==> src/svmsgd_pkg.sv <==
`timescale 1ns / 1ps
// Shared widths, register indexes and types for the linear SVM SGD update core.
// No dependencies; every other file of the block imports this package.
package svmsgd_pkg;

   localparam int FEAT_W   = 16;  // signed Q2.14 feature
   localparam int WGT_W    = 32;  // signed Q8.24 weight
   localparam int STEP_W   = 16;  // unsigned Q0.16 learning rate
   localparam int LAMBDA_W = 32;  // unsigned Q0.32 regularization
   localparam int FACTOR_W = 32;  // unsigned Q0.32 decay factor
   localparam int PROD_W   = FEAT_W + WGT_W;  // Q10.38 feature times weight
   localparam int DATA_W   = 28;  // rounded data term, Q.24
   localparam int MARGIN_W = 40;  // signed Q16.24 margin
   localparam int CSR_W    = 32;
   localparam int CSR_IDX_W = 1;

   localparam logic [CSR_IDX_W-1:0] CSR_STEP_SIZE  = 1'd0;
   localparam logic [CSR_IDX_W-1:0] CSR_REG_LAMBDA = 1'd1;

   localparam logic [STEP_W-1:0]   STEP_RESET   = 16'd64225;
   localparam logic [LAMBDA_W-1:0] LAMBDA_RESET = 32'd4295;

   localparam logic signed [MARGIN_W-1:0] MARGIN_MAX = {1'b0, {(MARGIN_W-1){1'b1}}};
   localparam logic signed [MARGIN_W-1:0] MARGIN_MIN = {1'b1, {(MARGIN_W-1){1'b0}}};
   localparam logic signed [MARGIN_W-1:0] ONE_Q24    = 40'sd16777216;

   typedef enum logic [3:0] {
      ST_IDLE = 4'b0001,
      ST_MUL  = 4'b0010,
      ST_SUM  = 4'b0100,
      ST_UPD  = 4'b1000
   } state_type;

   typedef struct packed {
      logic mul_en;    // form feature products and data term
      logic dec_en;    // form decay product
      logic upd_en;    // write the new weight
      logic hinge;     // apply the data term
      logic positive;  // label is +1
   } lane_ctrl_type;

endpackage

==> src/svmsgd_merge.sv <==
`timescale 1ns / 1ps
// Merge stage: sums the lane products, applies the label, rounds to Q.24,
// saturates the margin and decides the hinge. Depends on svmsgd_pkg.
module svmsgd_merge #(
   parameter int FEATURES = 8
) (
   input  logic                                   clock,
   input  logic                                   en,
   input  logic                                   positive,
   input  logic signed [svmsgd_pkg::PROD_W-1:0]   prod [FEATURES],
   output logic signed [svmsgd_pkg::MARGIN_W-1:0] margin,
   output logic                                   hinge
);
   import svmsgd_pkg::*;

   localparam int SUM_W = PROD_W + $clog2(FEATURES + 1) + 1;
   localparam int EXT_W = (SUM_W > MARGIN_W) ? SUM_W + 1 : MARGIN_W + 1;

   logic signed [SUM_W-1:0]    dot;
   logic signed [SUM_W-1:0]    rnd;
   logic signed [EXT_W-1:0]    rnd_ext;
   logic signed [MARGIN_W-1:0] margin_in;
   logic signed [MARGIN_W-1:0] margin_ff;
   logic                       hinge_ff;

   always_comb begin
      dot = '0;
      for (int i = 0; i < FEATURES; i++) begin
         dot = dot + SUM_W'(prod[i]);
      end
      if (!positive) begin
         dot = -dot;
      end
      rnd     = (dot + SUM_W'(8192)) >>> 14;
      rnd_ext = EXT_W'(rnd);
      if (rnd_ext > EXT_W'(MARGIN_MAX)) begin
         margin_in = MARGIN_MAX;
      end else if (rnd_ext < EXT_W'(MARGIN_MIN)) begin
         margin_in = MARGIN_MIN;
      end else begin
         margin_in = MARGIN_W'(rnd_ext);
      end
   end

   always_ff @(posedge clock) begin
      if (en) begin
         margin_ff <= margin_in;
         hinge_ff  <= (margin_in <= ONE_Q24);
      end
   end

   assign margin = margin_ff;
   assign hinge  = hinge_ff;

endmodule

==> config.mk <==
export PLATFORM = sky130hd
export DESIGN_NAME = svmsgd_merge
export DESIGN_NICKNAME = d
export VERILOG_FILES = /design/src/svmsgd_pkg.sv /design/src/svmsgd_merge.sv
export SDC_FILE = /design/constraint.sdc
export NUM_CORES = 1
export LEC_CHECK = 0
export BUFFER_PORTS_ARGS = -buffer_cell sky130_fd_sc_hd__buf_4
export CORE_MARGIN = 4
export CORE_UTILIZATION = 55
export CTS_BUF_LIST = sky130_fd_sc_hd__clkbuf_4 sky130_fd_sc_hd__clkbuf_8
export DETAILED_ROUTE_END_ITERATION = 6
export PLACE_DENSITY = 0.81
export SYNTH_ARGS = -nofsm -noshare
export SYNTH_HDL_FRONTEND = slang
export SYNTH_SLANG_ARGS = --single-unit
==> constraint.sdc <==
create_clock -name clock -period 14.26 [get_ports clock]
set_input_delay 4.278 -clock clock [delete_from_list [all_inputs] [get_ports clock]]
set_output_delay 4.278 -clock clock [all_outputs]
set_load 0.01 [all_outputs]
==> summary.txt <==
Outcome
  • Status: completed

Detailed routing
  • Drt drc: 0
  • Routed wire per std cell: 15.1 um
  • Via Count: 14,100
  • Remaining antenna violation count: 0
  • Initial drt markers: 605
  • Final wirelength: 40,500 um
  • Via density: 5.22
  • DR pass1 iterations: 5

Critical path
  • Critical Path Start: prod[2]
  • CP startpoint kind: primary input
  • Worst setup path class: in2reg
  • CP Max Fanout: 10
  • CP endpoint kind: flip-flop
  • CP arrival: 12.32 ns
  • Data required time of the critical path: 14.31 ns

Clocking
  • Root Buffer: clkbuf_8
  • Post-CTS Resized: 0
  • Setup Buffers After CTS: 0
  • Hold_buf cts: 0
  • Reg clk slew, reported paths: 0.08 ns
  • CTS Buffer Depth: 2
  • Num CTS Buffers: 5
  • CTS H-tree lvls: 2
  • CTS tree: built
  • CTS Sinks: 41

Timing
  • Worst setup margin: ~2 ns
  • Period utilization: 86.0%
  • Measured slew at the worst slew-check pin: roughly 1.0 ns
  • Slew margin rel.: 29.3%
  • FMAX: 81.5 MHz
  • Final setup viols: 0
  • Final hold vios: 0
  • RSZ-0062 raised after global routing: false
  • Setup_tns: 0 ns
  • Slew Limit Fails: 0
  • Minimum clock period: 12.27 ns

Synthesis
  • Largest family of logic cells by synthesized area: adder cells
  • Flops & latches, synth: a little over 40
  • Post-synth net total: 2,654
  • Xor-xnor portion of the synthesized cell area: 4.49%
  • Mux cell area share after synthesis: less than 1%
  • Post-synth ARST share: 0%
  • Number of synthesized flops with an enable pin: 41
  • Synth cell types: 96
  • Ys Warns: 0
  • Syn Area/Cell: 8.17 um2
  • Adder-cell share of the synthesized area: 41.6%
  • Synth Area in Simple Gates: between 10% and 20%
  • Synthesized area: 15,700 um2
  • Synth Area in Compound Gates: 15.1%
  • Synth Instances: about 1,900
  • Post-synthesis sequential area ratio: 7.84%
  • Ys flop type: edfxtp_1

Floorplan
  • Die ar.: 31,300 um2
  • Num rows: 61
  • Die Ht: between 150 and 200 um
  • Initial Util: 56.1%
  • Core area: roughly 28,000 um2
  • Io pins: roughly 430
  • DIE WIDTH: 177 um

Placement
  • GP Congestion: 0.914
  • Detail Placement HPWL: 36,600 um
  • Placement Setup Slack: 1.77 ns
  • Placed cell areas: 19,200 um2
  • Port buffer count: 427

Global routing
  • M1 GR Usage: 30.9%
  • GR Util met3: 2.46%
  • GR peak layer: met2
  • Global-route wire length before repair: a little under 70,000 um
  • Grt ovf: 0
  • Initial antenna violation count: 0
  • Gr usage total: 26.1%
  • Vias in the first global route: about 15,000
  • Routing usage on met2: 50.9%
  • Largest net degree at the start of global routing: 63

Cells and area
  • Area grow syn2layout: 23.1%
  • Commonest non-fill, non-tap cell in the layout: inv_1
  • Fill cells: 2,260
  • Diode count: 0
  • Layout cell share with drive strength beyond 1: just over 20%
  • Commonest non-fill, non-tap cells in the layout: 692 x inv_1, 430 x buf_4, 292 x fa_1, 85 x a21oi_1, 84 x nand2_1
  • Final Core Density: 69.0%
  • Post-route cell area: 19,300 um2
  • Final layout net count: 3,044

Hold path
  • Hold WC Path Type: in2reg
  • Cells on Worst Hold Path: 1
  • Hold Path Origin: en

Run
  • Total of max-cap violations: 0
==> worst paths after layout <==
path                     end
setup / recovery       hinge
hold / removal    margin[11]
==> cells in the mapped netlist, types with 8 or more instances <==
cell type  count  share of area [%]
nor3_1        32                1.0
xnor2_1       60                3.3
nand2_1       84                2.0
and4_1        12               0.67
fa_1         292                 37
o21ai_0       62                2.0
edfxtp_1      41                7.8
clkbuf_1      30               0.72
o21bai_1       8               0.38
o21ai_1       10               0.32
buf_2         14               0.45
o21a_1        14               0.67
a211oi_1      13               0.62
a21o_1        24                1.1
and2_1        18               0.72
a22oi_1        9               0.43
a211o_1       10               0.56
xor2_1        18                1.0
inv_1        692                 17
a21oi_1       85                2.7
o211ai_1       9               0.43
or3_1         16               0.64
nor2_1        69                1.6
nor4_1        12               0.48
a31oi_1       13               0.52
nand2b_1       9               0.36
nand4_1       26                1.0
ha_1          54                4.3
nand3_1       31               0.99
and3_1        13               0.52
==> stage by stage <==
step / hold slack [ns] / std cells
floorplan: 4.39 / 1921
global placement: 4.69 / 2682
detailed placement: 4.69 / 2682
CTS: 4.49 / 2690
global route: 4.50 / 2690
finish: 4.49 / 2690
==> state kept, by name, summed over array words and instances, names as in the netlist <==
| name | flops |
|---|---|
| hinge | 1 |
| margin | 40 |
==> final cells by class <==
| class | instances | area, um2 | area share, % |
|---|---|---|---|
| Clock inverter | 3 | 65.1 | 0.337 |
| Timing Repair Buffer | 430 | 3230 | 16.7 |
| Multi-Input combinational cell | 1140 | 11700 | 60.3 |
| Inverter | 693 | 2600 | 13.5 |
| Clock buffer | 5 | 68.8 | 0.356 |
| Tap cell | 378 | 473 | 2.45 |
| Sequential cell | 41 | 1230 | 6.37 |
==> per-layer routing <==
layer	share of wire, %	vias up
met1	38	6798
met5	0	-
li1	-	6701
met4	2.7	0
met2	54	475
met3	5.3	76
==> cells by family (layout without fill, tap and decap cells) <==
family | Yosys count | in the layout
adder cells (fa/ha/maj) | 347 | 347
multiplexers | 8 | 8
buffers and inverters | 740 | 1131
flip-flops | 41 | 41
XOR/XNOR | 79 | 79
AND/OR/NAND/NOR | 366 | 366
AO/OA/AOI/OAI | 340 | 340
==> critical path: stages <==
cell,delay [ns]
buf_4,0.08
inv_1,0.05
fa_1,0.54
inv_1,0.06
fa_1,0.52
fa_1,0.55
inv_1,0.05
fa_1,0.53
inv_1,0.04
ha_1,0.23
fa_1,0.44
a211oi_4,0.36
o211ai_1,0.23
nand2_1,0.15
xnor2_1,0.07
a211oi_1,0.68
and3_1,0.54
nand4_2,0.34
nor2_1,0.48
nand3_1,0.20
a311oi_2,0.43
o2111ai_1,0.34
or3_1,0.45
a21boi_1,0.16
xor2_1,0.20
a211oi_1,0.09
a41o_1,0.23
Power is not shown: default switching activity piles up to over one toggle a cycle in this logic, so the estimate is an artifact.
